<file path="src/sv/lrp_pkg.sv">
`timescale 1ns / 1ps

package lrp_pkg;

	// Input item modes
	localparam logic MODE_START = 1'b0;
	localparam logic MODE_STEP  = 1'b1;

	// One rectangle command as it leaves the block
	typedef struct packed {
		logic        valid_res;
		logic [7:0]  col_start;
		logic [7:0]  row_start;
		logic [7:0]  col_end;
		logic [7:0]  row_end;
		logic [15:0] color565;
		logic        last;
	} out_beat_t;

	// Pack 8:8:8 (blue high, red low) into RGB565 with blue on top
	function automatic logic [15:0] to_565(input logic [23:0] c24);
		logic [7:0] b;
		logic [7:0] g;
		logic [7:0] r;
		b = c24[23:16];
		g = c24[15:8];
		r = c24[7:0];
		return {b[7:3], g[7:2], r[7:3]};
	endfunction

endpackage

</file>
<file path="src/sv/lrp_walk.sv">
`timescale 1ns / 1ps

// One Bresenham step: move the point and update the error term
module lrp_walk #(
	parameter int CW = 8
) (
	input  logic [CW-1:0]        cur_col,
	input  logic [CW-1:0]        cur_row,
	input  logic [CW-1:0]        span_x,
	input  logic [CW-1:0]        span_y,
	input  logic                 dir_x_neg,
	input  logic                 dir_y_neg,
	input  logic signed [CW+1:0] err_term,
	output logic [CW-1:0]        col_next,
	output logic [CW-1:0]        row_next,
	output logic signed [CW+1:0] err_next
);

	localparam int EW = CW + 2;

	logic signed [EW:0] e2;
	logic signed [EW:0] sx_w;
	logic signed [EW:0] sy_w;
	logic               step_x;
	logic               step_y;

	// Compare the doubled error against both spans
	assign e2     = $signed({err_term, 1'b0});
	assign sx_w   = $signed({3'b000, span_x});
	assign sy_w   = $signed({3'b000, span_y});
	assign step_x = e2 > -sy_w;
	assign step_y = e2 < sx_w;

	// Advance each axis that steps, wrapping at the coordinate width
	assign col_next = !step_x ? cur_col :
		(dir_x_neg ? cur_col - CW'(1) : cur_col + CW'(1));
	assign row_next = !step_y ? cur_row :
		(dir_y_neg ? cur_row - CW'(1) : cur_row + CW'(1));
	assign err_next = err_term
		- (step_x ? $signed({2'b00, span_y}) : EW'(0))
		+ (step_y ? $signed({2'b00, span_x}) : EW'(0));

endmodule

</file>
<file path="src/sv/lrp_obuf.sv">
`timescale 1ns / 1ps

// Two-entry output buffer: main register plus skid register
module lrp_obuf (
	input  logic                clk,
	input  logic                arst_n,
	input  logic                push_valid,
	input  lrp_pkg::out_beat_t  push_beat,
	output logic                push_stall,
	output logic                pop_valid,
	input  logic                pop_stall,
	output lrp_pkg::out_beat_t  pop_beat
);

	logic               main_valid_q;
	logic               skid_valid_q;
	lrp_pkg::out_beat_t main_q;
	lrp_pkg::out_beat_t skid_q;
	logic               main_free;

	// Main register may load when empty or being drained this cycle
	assign main_free  = !main_valid_q || !pop_stall;
	assign push_stall = skid_valid_q;
	assign pop_valid  = main_valid_q;
	assign pop_beat   = main_q;

	// Track occupancy of both entries
	always_ff @(posedge clk or negedge arst_n) begin
		if (!arst_n) begin
			main_valid_q <= 1'b0;
			skid_valid_q <= 1'b0;
		end else if (main_free) begin
			if (skid_valid_q) begin
				main_valid_q <= 1'b1;
				skid_valid_q <= 1'b0;
			end else begin
				main_valid_q <= push_valid;
			end
		end else if (push_valid && !skid_valid_q) begin
			skid_valid_q <= 1'b1;
		end
	end

	// Move payload: skid drains first, else a new beat lands
	always_ff @(posedge clk) begin
		if (main_free) begin
			if (skid_valid_q) begin
				main_q <= skid_q;
			end else begin
				main_q <= push_beat;
			end
		end else if (push_valid && !skid_valid_q) begin
			skid_q <= push_beat;
		end
	end

endmodule

</file>
<file path="src/sv/line_rasterizer_rect_pen.sv">
`timescale 1ns / 1ps

// Pull-style Bresenham line generator with a rectangular pen. A start beat
// (mode 0) latches both end points, the pen size and the colour and returns
// the first point; each step beat (mode 1) returns the next point of the
// line, the end point being flagged last. A step with no line in progress
// returns a beat with valid_res low and all other fields zero. One beat is
// taken every clock cycle while in_stall is low: the whole step (one
// compare-and-add on the error term) sits between the input port and the
// output buffer, so a result is registered there as its item is taken. A
// two-entry output buffer keeps the input open while a result waits;
// in_stall rises only when both entries are full.
module line_rasterizer_rect_pen #(
	parameter int COORD_BITS = 8
) (
	input  logic        clk,
	input  logic        arst_n,
	input  logic        in_valid,
	output logic        in_stall,
	input  logic        mode,
	input  logic [7:0]  x_start,
	input  logic [7:0]  y_start,
	input  logic [7:0]  x_end,
	input  logic [7:0]  y_end,
	input  logic [7:0]  pen_size,
	input  logic [23:0] color24,
	output logic        out_valid,
	input  logic        out_stall,
	output logic        valid_res,
	output logic [7:0]  col_start,
	output logic [7:0]  row_start,
	output logic [7:0]  col_end,
	output logic [7:0]  row_end,
	output logic [15:0] color565,
	output logic        last
);

	localparam int CW = COORD_BITS;
	localparam int EW = COORD_BITS + 2;

	// Line state
	logic                 line_active_q;
	logic [CW-1:0]        cur_col_q;
	logic [CW-1:0]        cur_row_q;
	logic [CW-1:0]        end_col_q;
	logic [CW-1:0]        end_row_q;
	logic [CW-1:0]        span_x_q;
	logic [CW-1:0]        span_y_q;
	logic                 dir_x_neg_q;
	logic                 dir_y_neg_q;
	logic signed [EW-1:0] err_term_q;
	logic [7:0]           pen_width_q;
	logic [15:0]          pen_color_q;

	// Next-state values
	logic                 line_active_n;
	logic [CW-1:0]        cur_col_n;
	logic [CW-1:0]        cur_row_n;
	logic [CW-1:0]        end_col_n;
	logic [CW-1:0]        end_row_n;
	logic [CW-1:0]        span_x_n;
	logic [CW-1:0]        span_y_n;
	logic                 dir_x_neg_n;
	logic                 dir_y_neg_n;
	logic signed [EW-1:0] err_term_n;
	logic [7:0]           pen_width_n;
	logic [15:0]          pen_color_n;

	logic                 accept;
	logic                 push_stall;
	logic                 at_end;
	lrp_pkg::out_beat_t   beat;
	lrp_pkg::out_beat_t   pop_beat;

	// Start-beat decode
	logic [CW-1:0]        x1;
	logic [CW-1:0]        y1;
	logic [CW-1:0]        x2;
	logic [CW-1:0]        y2;
	logic [CW-1:0]        sx;
	logic [CW-1:0]        sy;

	// Step datapath
	logic [CW-1:0]        col_step;
	logic [CW-1:0]        row_step;
	logic signed [EW-1:0] err_step;

	assign in_stall = push_stall;
	assign accept   = in_valid && !push_stall;

	// Clip the coordinates to the coordinate width
	assign x1 = CW'(x_start);
	assign y1 = CW'(y_start);
	assign x2 = CW'(x_end);
	assign y2 = CW'(y_end);
	assign sx = (x2 > x1) ? (x2 - x1) : (x1 - x2);
	assign sy = (y2 > y1) ? (y2 - y1) : (y1 - y2);

	// Advance one Bresenham step from the held state
	lrp_walk #(
		.CW (CW)
	) u_walk (
		.cur_col   (cur_col_q),
		.cur_row   (cur_row_q),
		.span_x    (span_x_q),
		.span_y    (span_y_q),
		.dir_x_neg (dir_x_neg_q),
		.dir_y_neg (dir_y_neg_q),
		.err_term  (err_term_q),
		.col_next  (col_step),
		.row_next  (row_step),
		.err_next  (err_step)
	);

	// Select next state and build the result beat
	always_comb begin
		line_active_n = line_active_q;
		cur_col_n     = cur_col_q;
		cur_row_n     = cur_row_q;
		end_col_n     = end_col_q;
		end_row_n     = end_row_q;
		span_x_n      = span_x_q;
		span_y_n      = span_y_q;
		dir_x_neg_n   = dir_x_neg_q;
		dir_y_neg_n   = dir_y_neg_q;
		err_term_n    = err_term_q;
		pen_width_n   = pen_width_q;
		pen_color_n   = pen_color_q;
		beat          = '0;
		at_end        = 1'b0;
		if (mode == lrp_pkg::MODE_START) begin
			cur_col_n   = x1;
			cur_row_n   = y1;
			end_col_n   = x2;
			end_row_n   = y2;
			span_x_n    = sx;
			span_y_n    = sy;
			dir_x_neg_n = !(x1 < x2);
			dir_y_neg_n = !(y1 < y2);
			err_term_n  = $signed({2'b00, sx}) - $signed({2'b00, sy});
			pen_width_n = pen_size;
			pen_color_n = lrp_pkg::to_565(color24);
		end else if (line_active_q) begin
			cur_col_n  = col_step;
			cur_row_n  = row_step;
			err_term_n = err_step;
		end
		if (mode == lrp_pkg::MODE_START || line_active_q) begin
			at_end          = (cur_col_n == end_col_n) && (cur_row_n == end_row_n);
			line_active_n   = !at_end;
			beat.valid_res  = 1'b1;
			beat.col_start  = 8'(cur_col_n);
			beat.row_start  = 8'(cur_row_n);
			beat.col_end    = 8'(cur_col_n) + pen_width_n;
			beat.row_end    = 8'(cur_row_n) + pen_width_n;
			beat.color565   = pen_color_n;
			beat.last       = at_end;
		end
	end

	// Hold the line state, update on each taken beat
	always_ff @(posedge clk or negedge arst_n) begin
		if (!arst_n) begin
			line_active_q <= 1'b0;
			cur_col_q     <= '0;
			cur_row_q     <= '0;
			end_col_q     <= '0;
			end_row_q     <= '0;
			span_x_q      <= '0;
			span_y_q      <= '0;
			dir_x_neg_q   <= 1'b0;
			dir_y_neg_q   <= 1'b0;
			err_term_q    <= '0;
			pen_width_q   <= '0;
			pen_color_q   <= '0;
		end else if (accept) begin
			line_active_q <= line_active_n;
			cur_col_q     <= cur_col_n;
			cur_row_q     <= cur_row_n;
			end_col_q     <= end_col_n;
			end_row_q     <= end_row_n;
			span_x_q      <= span_x_n;
			span_y_q      <= span_y_n;
			dir_x_neg_q   <= dir_x_neg_n;
			dir_y_neg_q   <= dir_y_neg_n;
			err_term_q    <= err_term_n;
			pen_width_q   <= pen_width_n;
			pen_color_q   <= pen_color_n;
		end
	end

	// Buffer results toward the output port
	lrp_obuf u_obuf (
		.clk        (clk),
		.arst_n     (arst_n),
		.push_valid (accept),
		.push_beat  (beat),
		.push_stall (push_stall),
		.pop_valid  (out_valid),
		.pop_stall  (out_stall),
		.pop_beat   (pop_beat)
	);

	assign valid_res = pop_beat.valid_res;
	assign col_start = pop_beat.col_start;
	assign row_start = pop_beat.row_start;
	assign col_end   = pop_beat.col_end;
	assign row_end   = pop_beat.row_end;
	assign color565  = pop_beat.color565;
	assign last      = pop_beat.last;

endmodule
</file>
<file path="config.mk">
export PLATFORM = sky130hd
export DESIGN_NAME = line_rasterizer_rect_pen
export DESIGN_NICKNAME = d
export VERILOG_FILES = /design/src/sv/lrp_pkg.sv /design/src/sv/lrp_walk.sv /design/src/sv/lrp_obuf.sv /design/src/sv/line_rasterizer_rect_pen.sv
export SDC_FILE = /design/constraint.sdc
export NUM_CORES = 1
export LEC_CHECK = 0
export BUFFER_PORTS_ARGS = -buffer_cell sky130_fd_sc_hd__clkbuf_2
export CORE_MARGIN = 2
export CORE_UTILIZATION = 55
export DETAILED_ROUTE_END_ITERATION = 8
export PLACE_DENSITY = 0.78
export SYNTH_ARGS = -nofsm -noshare
export SYNTH_HDL_FRONTEND = slang
export SYNTH_SLANG_ARGS = --single-unit
</file>
<file path="constraint.sdc">
create_clock -name clk -period 5 [get_ports clk]
set_input_delay 0.5 -clock clk [delete_from_list [all_inputs] [get_ports clk]]
set_output_delay 0.5 -clock clk [all_outputs]
set_load 0.01 [all_outputs]
</file>
# ---- Word-level counts from Yosys, hierarchy flattened
# Cells that the tools add are included.
dict set report op_classes {
  addsub 14
  magnitude_cmp 6
  n_eq_ne 3
  n_mux 23
  bitwise 2
  n_reduce_logical 16
}
# operator n
set ops {}
lappend ops {{8-bit two-way mux} 15}
lappend ops {{50-bit two-way mux} 2}
lappend ops {{8-bit subtractor} 4}
lappend ops {{10-bit two-way mux} 2}
lappend ops {{8-bit by 1-bit adder with 8-bit output, second input constant} 2}
lappend ops {{8-bit adder} 2}
lappend ops {{8-bit equality test} 2}
lappend ops {{8-bit greater-than comparator} 2}
lappend ops {{8-bit less-than comparator} 2}
lappend ops {{16-bit two-way mux} 1}
lappend ops {{8-bit by 1-bit subtractor with 8-bit output, second input constant} 2}
lappend ops {{11-bit greater-than comparator} 1}
lappend ops {{11-bit by 9-bit less-than comparator with 1-bit output} 1}
lappend ops {{8-bit negator with 11-bit output} 1}
lappend ops {{10-bit adder} 1}
lappend ops {{10-bit subtractor} 1}
lappend ops {{8-bit by 8-bit subtractor with 9-bit output} 1}
lappend ops {{2-bit AND reduction} 4}
lappend ops {{1-bit zero test} 6}
lappend ops {{1-bit logical AND} 3}
lappend ops {{1-bit two-way mux} 3}
lappend ops {{1-bit logical OR} 2}
lappend ops {{2-bit by 1-bit != test with 1-bit output, second input constant} 1}
lappend ops {{1-bit NOT} 2}
lappend ops {{2-bit nonzero test} 1}
dict set report word_totals {
  register_bits 187
  in_bits 69
  output_inout_bits 52
  word_cells 92
}

# ---- Longest topological paths before layout
# Gate-level depths: netlist (run 1).
dict set report depth {
  word_depth 9
  depth_mapped 26
  depth_no_buf 26
}

# ---- By module
# From an unflattened synthesis (run 1), not the netlist that was laid out.
dict set report unflattened {
  cells_unflattened 1267
  area_unflattened_um2 12754.7
}
# module instances cells_each area_per_inst_um2 seq_area_each_um2
set modules_own_cells {}
lappend modules_own_cells {line_rasterizer_rect_pen 1 809 6627.6 2127.0}
lappend modules_own_cells {lrp_obuf 1 162 3927.5 3052.9}
lappend modules_own_cells {lrp_walk 1 296 2199.6 0.0}

# ---- Least setup slack after synthesis (run 1)
# No wires, ideal clock.
dict set report synth_timing {
  path_type {reg-to-reg}
  start {reg span_y_q[5]}
  end {reg u_obuf.main_q (netlist bit u_obuf.pop_beat[32]), data pin}
  setup_ps 268
  t_arrival_ps 5316
  t_required_ps 4732
  setup_slack_ps -584
  path_stages_with_launch 24
  path_buffers 1
  synth_period_minus_slack_ps 5584
  path_cell_list {dfrtp_1 > or4_1 > or4_1 > xnor2_1 > ha_1 > and4_1 > o2111a_1 > a2111oi_4 > mux2i_2 > buf_4 > mux2i_1 > nor2_1 > a21oi_1 > inv_1 > ha_1 > a21o_1 > a21oi_1 > o21bai_1 > a21oi_1 > o21bai_1 > a21oi_1 > xor2_1 > xnor2_1 > o31ai_1}
}
dict set report synth_via {
  elab_chain_len 8
}
# element line
set synth_rtl {}
lappend synth_rtl {{from (decl)} line_rasterizer_rect_pen.sv:48} ;# logic [CW-1:0] span_y_q;
lappend synth_rtl {{from (signal assigned)} line_rasterizer_rect_pen.sv:183} ;# span_y_q <= span_y_n;
lappend synth_rtl {{8-bit negator with 11-bit output} lrp_walk.sv:31} ;# assign step_x = e2 > -sy_w;
lappend synth_rtl {{11-bit greater-than comparator} lrp_walk.sv:31}
lappend synth_rtl {{8-bit two-way mux} lrp_walk.sv:35} ;# assign col_next = !step_x ? cur_col :
lappend synth_rtl {{8-bit two-way mux} line_rasterizer_rect_pen.sv:143} ;# end else if (line_active_q) begin
lappend synth_rtl {{8-bit two-way mux} line_rasterizer_rect_pen.sv:131} ;# if (mode == lrp_pkg::MODE_START) begin
lappend synth_rtl {{net cur_col_n[1]} line_rasterizer_rect_pen.sv:57} ;# logic [CW-1:0] cur_col_n;
lappend synth_rtl {{8-bit adder} line_rasterizer_rect_pen.sv:154} ;# beat.col_end = 8'(cur_col_n) + pen_width_n;
lappend synth_rtl {{50-bit two-way mux} line_rasterizer_rect_pen.sv:148} ;# if (mode == lrp_pkg::MODE_START || line_active_q) begin
lappend synth_rtl {{50-bit two-way mux} lrp_obuf.sv:47} ;# if (skid_valid_q) begin
lappend synth_rtl {{to (signal assigned)} lrp_obuf.sv:48} ;# main_q <= skid_q;
lappend synth_rtl {{to (signal assigned)} lrp_obuf.sv:50} ;# main_q <= push_beat;
lappend synth_rtl {{to (decl)} lrp_obuf.sv:17} ;# lrp_pkg::out_beat_t main_q;
# The timed path passes the listed nets, and every way through them passes these cells.
# A chain may end at the register's enable or synchronous reset.

# ---- Final worst setup path (run 1)
# Same ends and word-level chain as after synthesis.

==> run summary, run 1 <==
Status -> finished, violations left
Failing checks -> negative setup slack
Routed length on met1 -> 14010 um
TritonCTS buffer count -> 17
# rows -> 54
Worst Setup Start Kind -> flop
Worst VDD drop -> 0.0003062 V
Top cells by area, synth -> edfxtp_1 25%, dfrtp_1 18%, ha_1 9.8%
Synth Net Count -> 1423
Switching Share -> 40.52%
WL met2 -> 13500 um
Synth-to-Final Area Change -> 16.90%
Final-report setup violation count -> 10
Largest net degree at the start of global routing -> 77
Ys flop type -> edfxtp_1
Leakage power -> 6.512 nW
Top-area cell type share of the netlist area -> 24.83%
GPL Wtd Cong -> 0.9623
DR vias/cell -> 5.633
Clock Latency Late Sink -> 440 ps
Post-synth top area cell -> edfxtp_1
RSZ-0062 raised after global routing -> true
Crit Path Category -> flop to flop
Cell-internal power -> 5.128 mW
1st-iter DRT viols -> 786
Tightest Hold Check Type -> input port to asynchronous set/reset pin
Gate power share -> 56.9%
Max Clk Rate -> 188.5 MHz
Post-CTS Hold Fix Bufs -> 0
Psw -> 3.493 mW
Final Cycle Share -> 106.1%
Max clock buf depth -> 2
Final hold vios -> 0
Highest routed layer -> met5
Syn Std Cell Area -> 0.01210 mm2
Die area -> 0.02319 mm2
Worst r2r path cells -> 20
I/O Pins -> 121
Met3 wire length -> 2004 um
Commonest non-fill, non-tap cell in the layout -> nand2_1
Via Count -> 9543
First-pass GRT wire length -> 48570 um
CP Max Fanout -> 4
Number of flops mapped to enable cells by yosys -> 100
H-tree depth -> 4
Die width -> 152.3 um
Core Box Area -> 0.02169 mm2
R2R Setup Slk -> -310 ps
Register bit total from synthesis -> 187
Yosys cell types -> 68
Syn Area/Cell -> 9.739 um2
Most frequent cells in the layout -> 161 x nand2_1, 134 x inv_1, 111 x clkbuf_2, 104 x o21ai_0, 100 x edfxtp_1
Fin Clk Skew -> 10.66 ps
Clock transition at path regs -> 80 ps
Gr usage total -> 26.41%
Initial Utilization -> 55.77%
DRT Wirelength -> 30250 um
Nets -> 1582
Crit path DAT -> 5470 ps
Number of synthesis warnings -> 0
Antenna Nets Post-Route -> 0
Final Max Slew Viols -> 0
Slew @ Worst Pin -> 930.8 ps
Syn Inst Count -> 1242
Clock share of power -> 15.2%
Post-DP HPWL -> 22270 um
Pre-Repair DR Iteration Count -> 6
Pre-CTS setup slack -> -267.0 ps
Number of global-route vias before repair -> 9239
CTS sink count -> 187
Layout Cells excl Fill -> 1694
Final Critical Period -> 5306 ps
Die Y -> 152.3 um
Final worst setup slack -> -306.3 ps
Port bufs -> 112
Req. time, crit path -> 5160 ps
Total congestion overflow -> 0
DRC viols -> 0
Flop pwr share -> 27.9%
Worst setup EP type -> flop
Reg2Reg Capture Point -> u_obuf.pop_beat[32]$_DFFE_PN_
Setup TNS -> -1706 ps
Pwr Density -> 609.7 mW/mm2
Clk root buf -> clkbuf_16
Cells after DPL -> 1651
Average wire per standard cell -> 17.86 um
Max-cap violation count -> 0
Ant. Diodes -> 0
Share of cells above drive strength 1 -> 22.49%
Seq/Total Area, Yosys -> 42.83%
Initial antenna violation count -> 1
Asr flop ratio synth -> 46.52%
CTS tree -> built
Relative slew slack -> 37.80%
Reg2reg start -> span_y_q[5]$_DFFE_PN0P_
[stage by stage]
stage | util, % | cell area [um2] | total power [mW] | hold slack (ps)
floorplan | - | 12150 | 5.443 | 204.4
global placement | 61.72 | 13390 | 6.693 | 452.6
detailed placement | 61.72 | 13390 | 6.830 | 460.5
CTS | 64.73 | 14040 | 8.361 | 167.8
global route | 65.20 | 14140 | 9.277 | 202.9
finish | 65.20 | 14140 | 8.622 | 139.4
[cell families (layout without fill, tap and decap cells)]
family	count (synthesis)	count (layout)	share of synthesized area [%]
simple gates	340	340	13.00
xor+xnor	69	69	4.996
flops	187	187	42.83
mux	73	73	6.517
compound gates	278	278	14.29
buf+inv	183	355	5.731
fa+ha+maj	112	112	12.64
[area by class of cell]
type,count,area (um2)
inverters,136,510.5
multi-input cells,872,6394
repair buffers,187,1142
well taps,280,350.3
clock inverters,14,132.6
fillers,1718,7548
clock buffers,18,429.2
flip-flops and latches,187,5181
[cell usage after synthesis (3+ instances only)]
cell type / instances
nand2_1: 162
inv_1: 135
o21ai_0: 112
edfxtp_1: 100
ha_1: 95
dfrtp_1: 87
nor2_1: 65
a21oi_1: 58
xnor2_1: 44
mux2_2: 43
clkbuf_1: 38
mux2i_1: 29
o31ai_1: 25
xor2_1: 25
and2_1: 20
fa_1: 17
a21o_1: 16
nand3_1: 15
nor3_1: 15
nor2b_1: 11
nand2b_1: 10
o21bai_1: 9
nand4_1: 8
a31oi_1: 7
nor4_1: 7
o22ai_1: 7
buf_1: 6
a21boi_0: 5
a211oi_1: 4
a221oi_1: 4
o2111ai_1: 4
o211ai_1: 4
o221ai_1: 4
or2_2: 4
a22oi_1: 3
or3_1: 3
[state kept, by name, summed over array words and instances (netlist names)]
| signal | cells |
|---|---|
| u_obuf.push_stall | 1 |
| err_term_q | 10 |
| pen_color_q | 16 |
| cur_col_q | 8 |
| dir_y_neg_q | 1 |
| end_row_q | 8 |
| span_x_q | 8 |
| u_obuf.pop_valid | 1 |
| line_active_q | 1 |
| span_y_q | 8 |
| pen_width_q | 8 |
| end_col_q | 8 |
| dir_x_neg_q | 1 |
| u_obuf.skid_q | 50 |
| cur_row_q | 8 |
| u_obuf.pop_beat | 50 |
[power groups by stage]
stage,registers (mW),logic (mW),clock network [mW]
after detailed placement,2.43,4.40,0
after global placement,2.41,4.28,0
final,2.41,4.90,1.31
after CTS,2.40,4.64,1.32
after floorplan,2.43,3.01,0
after global routing,2.45,5.45,1.38
[worst max path at each step]
stage | start | depth (start not counted) | slack, ps | end
final | span_y_q[5]$_DFFE_PN0P_ | 20 | -310 | u_obuf.pop_beat[32]$_DFFE_PN_
after global routing | span_y_q[5]$_DFFE_PN0P_ | 24 | -530 | u_obuf.pop_beat[32]$_DFFE_PN_
after CTS | span_y_q[5]$_DFFE_PN0P_ | 24 | -240 | u_obuf.pop_beat[32]$_DFFE_PN_
after detailed placement | span_y_q[5]$_DFFE_PN0P_ | 21 | -270 | u_obuf.pop_beat[32]$_DFFE_PN_
after global placement | span_y_q[5]$_DFFE_PN0P_ | 21 | -140 | u_obuf.pop_beat[32]$_DFFE_PN_
after floorplan | span_y_q[5]$_DFFE_PN0P_ | 23 | -170 | u_obuf.pop_beat[32]$_DFFE_PN_
[critical path, stage by stage (launching register included)]
cell and delay (ps):
dfrtp_1 390, or4_4 540, or4_4 460, xnor2_2 140, ha_2 280, and4_4 160
a2111oi_4 430, buf_4 200, mux2i_4 300, mux2_2 400, mux2i_1 220, inv_1 80
ha_1 320, a21oi_2 170, o21bai_1 90, a21oi_2 160, o21bai_1 80, a21oi_1 170
xor2_1 200, xnor2_1 160, o31ai_1 80
[what timing repair did]
item | CTS | global route
gates resized for setup | 11 | 21
gates cloned | 0 | 0
pin swaps | 4 | 16
buffers inserted | 9 | 3
setup endpoints to repair | 7 | 18
[per-layer routing]
layer / vias to the layer above / GRT usage, %
met1: 4524 / 38.08
li1: 4644 / -
met3: 49 / 4.465
met2: 324 / 40.88
met4: 2 / 8.767
met5: - / 0
Power figures use the tool's default switching activity.
==> inputs of run 2 (changes only) <==
Settings changed: CELL_PAD_IN_SITES_DETAIL_PLACEMENT from default to 0, CELL_PAD_IN_SITES_GLOBAL_PLACEMENT from default to 1, CORE_UTILIZATION 55 to 42, PLACE_DENSITY 0.78 to default, PLACE_DENSITY_LB_ADDON from default to 0.1.
==> run summary, run 2 (synthesis gave the netlist of run 1 again) <==
Status -> finished, violations left
Failing checks -> negative setup slack
WL met2 -> 14140 um (+4.8%)
Worst Setup Start Kind -> flop
Pre-CTS setup slack -> -313.6 ps (-46.57 ps)
Crit Path Category -> flop to flop
CTS sink count -> 187 (unchanged)
CP Max Fanout -> 4 (unchanged)
Setup TNS -> -1344 ps (+362.1 ps)
Final Critical Period -> 5216 ps (-90.12 ps)
Total congestion overflow -> 0 (unchanged)
Layout Cells excl Fill -> 1808 (+6.7%)
Routed length on met1 -> 15710 um (+12%)
Max clock buf depth -> 2 (unchanged)
Final Max Slew Viols -> 0 (unchanged)
Via Count -> 9331 (-2.2%)
RSZ-0062 raised after global routing -> true
Leakage power -> 6.566 nW (+0.82%)
Final-report setup violation count -> 9 (-1)
CP Buf/Inv Count -> 6 (+4)
Tightest Hold Check Type -> input port to asynchronous set/reset pin
Port bufs -> 112 (unchanged)
Worst setup EP type -> flop
H-tree depth -> 4 (unchanged)
# rows -> 62 (+15%)
Die area -> 0.03017 mm2 (+30%)
Fin Clk Skew -> 17.10 ps (+6.447 ps)
Clock transition at path regs -> 80 ps (about the same)
Cells after DPL -> 1762 (+6.7%)
I/O Pins -> 121 (unchanged)
Average wire per standard cell -> 17.46 um (-2.2%)
Req. time, crit path -> 5300 ps (+140 ps)
Met3 wire length -> 1234 um (-38%)
Core Box Area -> 0.02855 mm2 (+32%)
Most frequent cells in the layout -> 161 x nand2_1, 135 x inv_1, 110 x clkbuf_2, 104 x o21ai_0, 100 x edfxtp_1
Post-CTS Hold Fix Bufs -> 0 (unchanged)
Worst hold slack -> 117.8 ps (-21.67 ps)
Post-DP HPWL -> 23900 um (+7.3%)
GPL Wtd Cong -> 0.8880 (-7.7%)
Clock Latency Late Sink -> 440 ps (about the same)
TritonCTS buffer count -> 17 (unchanged)
Clk root buf -> clkbuf_16
Max Clk Rate -> 191.7 MHz (+1.7%)
Share of cells above drive strength 1 -> 22.89% (+0.40 points)
Fillers -> 2744 (+60%)
Largest net degree at the start of global routing -> 77 (unchanged)
Initial antenna violation count -> 0 (-1)
First-pass GRT wire length -> 50490 um (+3.9%)
Final worst setup slack -> -216.2 ps (+90.12 ps)
DRC viols -> 0 (unchanged)
Final hold vios -> 0 (unchanged)
Slowest cell on crit path -> fa_1
Worst VDD drop -> 0.0004073 V (+33%)
Gr usage total -> 21.50% (-4.9 points)
Pwr Density -> 612.8 mW/mm2 (+0.50%)
Antenna Nets Post-Route -> 0 (unchanged)
Ant. Diodes -> 0 (unchanged)
Synth-to-Final Area Change -> 18.81%
Initial Utilization -> 42.37% (-13 points)
Slew @ Worst Pin -> 1022 ps (+91.24 ps)
CP top delay family -> simple AND/OR/NAND/NOR gates
Max-cap violation count -> 0 (unchanged)
Highest routed layer -> met4
Relative slew slack -> 31.70% (-6.1 points)
Pre-Repair DR Iteration Count -> 5 (-1)
Most used cell, CP -> buf_4
Commonest non-fill, non-tap cell in the layout -> nand2_1
Slowest cell delay on critical path -> 550 ps (about the same)
Final Cycle Share -> 104.3% (-1.8 points)
DR vias/cell -> 5.161 (-8.4%)
1st-iter DRT viols -> 642 (-18%)
Finished Core Util -> 50.34% (-15 points)
Die width -> 173.7 um (+14%)
Nets -> 1592 (+0.63%)
Die Y -> 173.7 um (+14%)
Crit path DAT -> 5510 ps (+40 ps)
CTS tree -> built
Number of global-route vias before repair -> 9068 (-1.9%)
DRT Wirelength -> 31570 um (+4.3%)
[run 2: area by class of cell]
class	instances	area [um2]	share of cell area, %
clock buffers	17	425.4	2.960
clock inverters	15	160.2	1.115
inverters	136	510.5	3.552
multi-input cells	872	6395	44.50
flip-flops and latches	187	5181	36.06
well taps	384	480.5	3.344
repair buffers	197	1217	8.472
[run 2: worst paths after layout]
path / from / to / slack, ps / cells after the start
worst min register to register: pen_width_q[0]$_DFFE_PN0P_ / pen_width_q[0]$_DFFE_PN0P_ / 480 / 2
min in group clk: pen_size[3] / pen_width_q[3]$_DFFE_PN0P_ / 280 / 3
worst max register to register: span_y_q[5]$_DFFE_PN0P_ / err_term_q[5]$_DFFE_PN0P_ / -220 / 25
worst min-delay path: arst_n / pen_width_q[0]$_DFFE_PN0P_ / 120 / 1
worst max-delay path: span_y_q[5]$_DFFE_PN0P_ / err_term_q[5]$_DFFE_PN0P_ / -220 / 25
max in group asynchronous: arst_n / cur_col_q[5]$_DFFE_PN0P_ / 3810 / 2
[run 2: per-stage QoR]
step | instance area [um2] | total power [mW]
2_1_floorplan | 12150 | 5.443
3_3_place_gp | 13560 | 6.906
3_5_place_dp | 13560 | 6.942
4_1_cts | 14290 | 8.654
5_1_grt | 14370 | 9.536
6_report | 14370 | 8.806
[run 2: where the power goes]
group | switching [mW] | internal [mW] | leakage (nW)
Combinational | 2.58 | 2.49 | 4.26
Sequential | 0.257 | 2.14 | 2.03
Clock | 0.672 | 0.666 | 0.279
[run 2: timing repair]
action / CTS / global route
pin swaps: 6 / 15
buffers inserted: 12 / 2
gates resized for setup: 10 / 20
endpoints found under the setup margin: 9 / 17
[run 2: metal layers]
layer / vias to the layer above / GRT usage (%)
met5: - / 0
met4: 0 / 5.287
met3: 31 / 3.048
met2: 208 / 33.82
met1: 4427 / 31.35
li1: 4665 / -
[run 2: worst reg2reg max path, stage by stage (launching register included)]
cell and delay, ps:
dfrtp_1 390, or4_4 530, or4_4 450, xnor2_1 140
ha_1 280, and4_4 240, o2111a_1 230, a2111oi_4 50
buf_4 170, mux2i_4 200, and2_4 170, fa_1 550
inv_1 50, ha_1 290, a21o_1 190, a21oi_2 170
o21ai_2 70, a21oi_2 170, buf_4 130, buf_4 90
buf_4 90, buf_4 90, xnor2_1 100, nand2_1 70
o211ai_1 100, o21ai_1 80
==> inputs of run 3 (changes only) <==
Settings changed: CELL_PAD_IN_SITES_DETAIL_PLACEMENT 0 to 1.
==> run summary, run 3 (synthesis gave the netlist of run 1 again) <==
Crit Path Category -> flop to flop
Initial Utilization -> 42.37% (unchanged)
Reg2Reg Capture Point -> u_obuf.pop_beat[32]$_DFFE_PN_
Max Clk Rate -> 186.2 MHz (-2.9%)
H-tree depth -> 4 (unchanged)
Failing checks -> negative setup slack
Gr usage total -> 24.37% (+2.9 points)
Clock Latency Late Sink -> 450 ps (about the same)
R2R Setup Slk -> -370 ps (-160 ps)
Pre-Repair DR Iteration Count -> 5 (unchanged)
Clock transition at path regs -> 90 ps (about the same)
Setup TNS -> -1831 ps (-487.8 ps)
GPL Wtd Cong -> 0.8880 (unchanged)
First-pass GRT wire length -> 57290 um (+13%)
Status -> finished, violations left
Die area -> 0.03017 mm2 (unchanged)
Synth-to-Final Area Change -> 20.03%
Reg2reg start -> span_y_q[5]$_DFFE_PN0P_
TritonCTS buffer count -> 17 (unchanged)
Clk root buf -> clkbuf_16
Post-CTS Hold Fix Bufs -> 0 (unchanged)
Number of global-route vias before repair -> 10350 (+14%)
CP Max Fanout -> 5 (+1)
CTS tree -> built
Largest net degree at the start of global routing -> 77 (unchanged)
Pwr Density -> 632.4 mW/mm2 (+3.2%)
Core Box Area -> 0.02855 mm2 (unchanged)
Share of cells above drive strength 1 -> 23.86% (+0.96 points)
Nets -> 1589 (-0.19%)
RSZ-0062 raised after global routing -> true
Die width -> 173.7 um (unchanged)
DRC viols -> 0 (unchanged)
Worst VDD drop -> 0.0002877 V (-29%)
# rows -> 62 (unchanged)
Final Critical Period -> 5371 ps (+155.3 ps)
1st-iter DRT viols -> 581 (-9.5%)
Slew @ Worst Pin -> 1059 ps (+36.91 ps)
Fin Clk Skew -> 19.00 ps (+1.899 ps)
Worst r2r path cells -> 24 (-4.0%)
Final worst setup slack -> -371.5 ps (-155.3 ps)
Port bufs -> 112 (unchanged)
Max clock buf depth -> 2 (unchanged)
Commonest non-fill, non-tap cell in the layout -> nand2_1
CTS sink count -> 187 (unchanged)
Crit path DAT -> 5530 ps (+20 ps)
Area after DPL -> 0.01356 mm2 (unchanged)
Post-DP HPWL -> 26120 um (+9.3%)
Final-report setup violation count -> 10 (+1)
Worst setup EP type -> flop
Worst Setup EP -> u_obuf.pop_beat[32]$_DFFE_PN_
Tightest Hold Check Type -> input port to asynchronous set/reset pin
I/O Pins -> 121 (unchanged)
DR vias/cell -> 5.384 (+4.3%)
Final Cycle Share -> 107.4% (+3.1 points)
Most frequent cells in the layout -> 161 x nand2_1, 130 x inv_1, 110 x clkbuf_2, 101 x o21ai_0, 100 x edfxtp_1
Worst Setup Start Kind -> flop
Initial antenna violation count -> 0 (unchanged)
Ant. Diodes -> 0 (unchanged)
Antenna Nets Post-Route -> 0 (unchanged)
DRT Wirelength -> 35760 um (+13%)
Total congestion overflow -> 0 (unchanged)
Leakage power -> 6.602 nW (+0.55%)
Max-cap violation count -> 0 (unchanged)
Via Count -> 9719 (+4.2%)
Final Instance Area -> 0.01452 mm2 (+1.0%)
Average wire per standard cell -> 19.81 um (+13%)
Final Max Slew Viols -> 0 (unchanged)
Req. time, crit path -> 5160 ps (-140 ps)
Crit path from -> span_y_q[5]$_DFFE_PN0P_
Final hold vios -> 0 (unchanged)
Die Y -> 173.7 um (unchanged)
Relative slew slack -> 29.24% (-2.5 points)
## run 3: cell types whose count changed in the layout (fill, tap and decap cells not counted), moves of 3 or more
cell / delta
inv_2: +5
buf_4: -5
xnor2_1: -3
ha_4: +3
inv_1: -5
ha_1: -3
o21ai_1: +4
o21ai_0: -3
## run 3: critical path, cell delays in order, from the launching register on
cell and delay (ps):
dfrtp_1 390, or4_4 530, or4_4 470, xnor2_2 160
ha_1 210, a211oi_2 190, nor2_1 90, a2111oi_4 370
buf_4 190, mux2i_4 230, buf_12 140, mux2i_1 180
nor2_1 60, a21oi_2 160, inv_1 70, ha_1 290
a21o_1 170, a21oi_2 140, o21bai_1 110, a21oi_2 170
o21bai_1 100, a21oi_2 160, xor2_1 210, xnor2_1 190
o31ai_1 110
## run 3: timing repair
| item | in CTS | in global routing |
|---|---|---|
| setup buffers | 14 | 6 |
| resized for setup | 32 | 21 |
| setup endpoints to repair | 15 | 17 |
| pin swaps | 10 | 21 |
## run 3: layout make-up
type | instances | area (um2)
Inverter | 136 | 510.5
Fill cell | 3239 | 14030
Clock inverter | 15 | 217.7
Multi-Input combinational cell | 872 | 6500
Tap cell | 384 | 480.5
Sequential cell | 187 | 5181
Timing Repair Buffer | 194 | 1202
Clock buffer | 17 | 425.4
## run 3: power by group
| part | internal, mW | switching (mW) |
|---|---|---|
| clock | 0.739 | 0.747 |
| sequential | 2.14 | 0.275 |
| combinational | 2.50 | 2.78 |
## run 3: worst min-delay path by stage
stage	from	endpoint	slack, ps	depth (start not counted)
floorplan	arst_n	cur_col_q[0]$_DFFE_PN0P_	200	0
detailed placement	pen_width_q[4]$_DFFE_PN0P_	pen_width_q[4]$_DFFE_PN0P_	460	2
global route	arst_n	pen_width_q[3]$_DFFE_PN0P_	140	1
CTS	arst_n	pen_width_q[3]$_DFFE_PN0P_	120	1
global placement	pen_width_q[4]$_DFFE_PN0P_	pen_width_q[4]$_DFFE_PN0P_	450	2
finish	arst_n	pen_width_q[3]$_DFFE_PN0P_	100	1
## run 3: layer usage
metal  global-route usage (%)  routed length (um)  part of all wire (%)  up-vias
met5                        0                   0                     0        -
met4                    8.193                 903                   2.5        0
met3                    2.478                1073                   3.0       47
met2                    40.80               17010                    48      200
met1                    33.24               16770                    47     4817
li1                         -                   -                     -     4655
## run 3: stage by stage
stage	total power, mW	utilization (%)	instances	hold WS [ps]	setup WS (ps)
finish	9.181	50.85	1805	100.9	-371.5
global route	9.891	50.85	1805	144.6	-624.3
floorplan	5.443	-	1242	204.4	-166.6
global placement	6.906	47.49	1762	451.8	-275.1
detailed placement	7.066	47.49	1762	463.2	-369.0
CTS	9.076	50.62	1808	122.8	-306.0
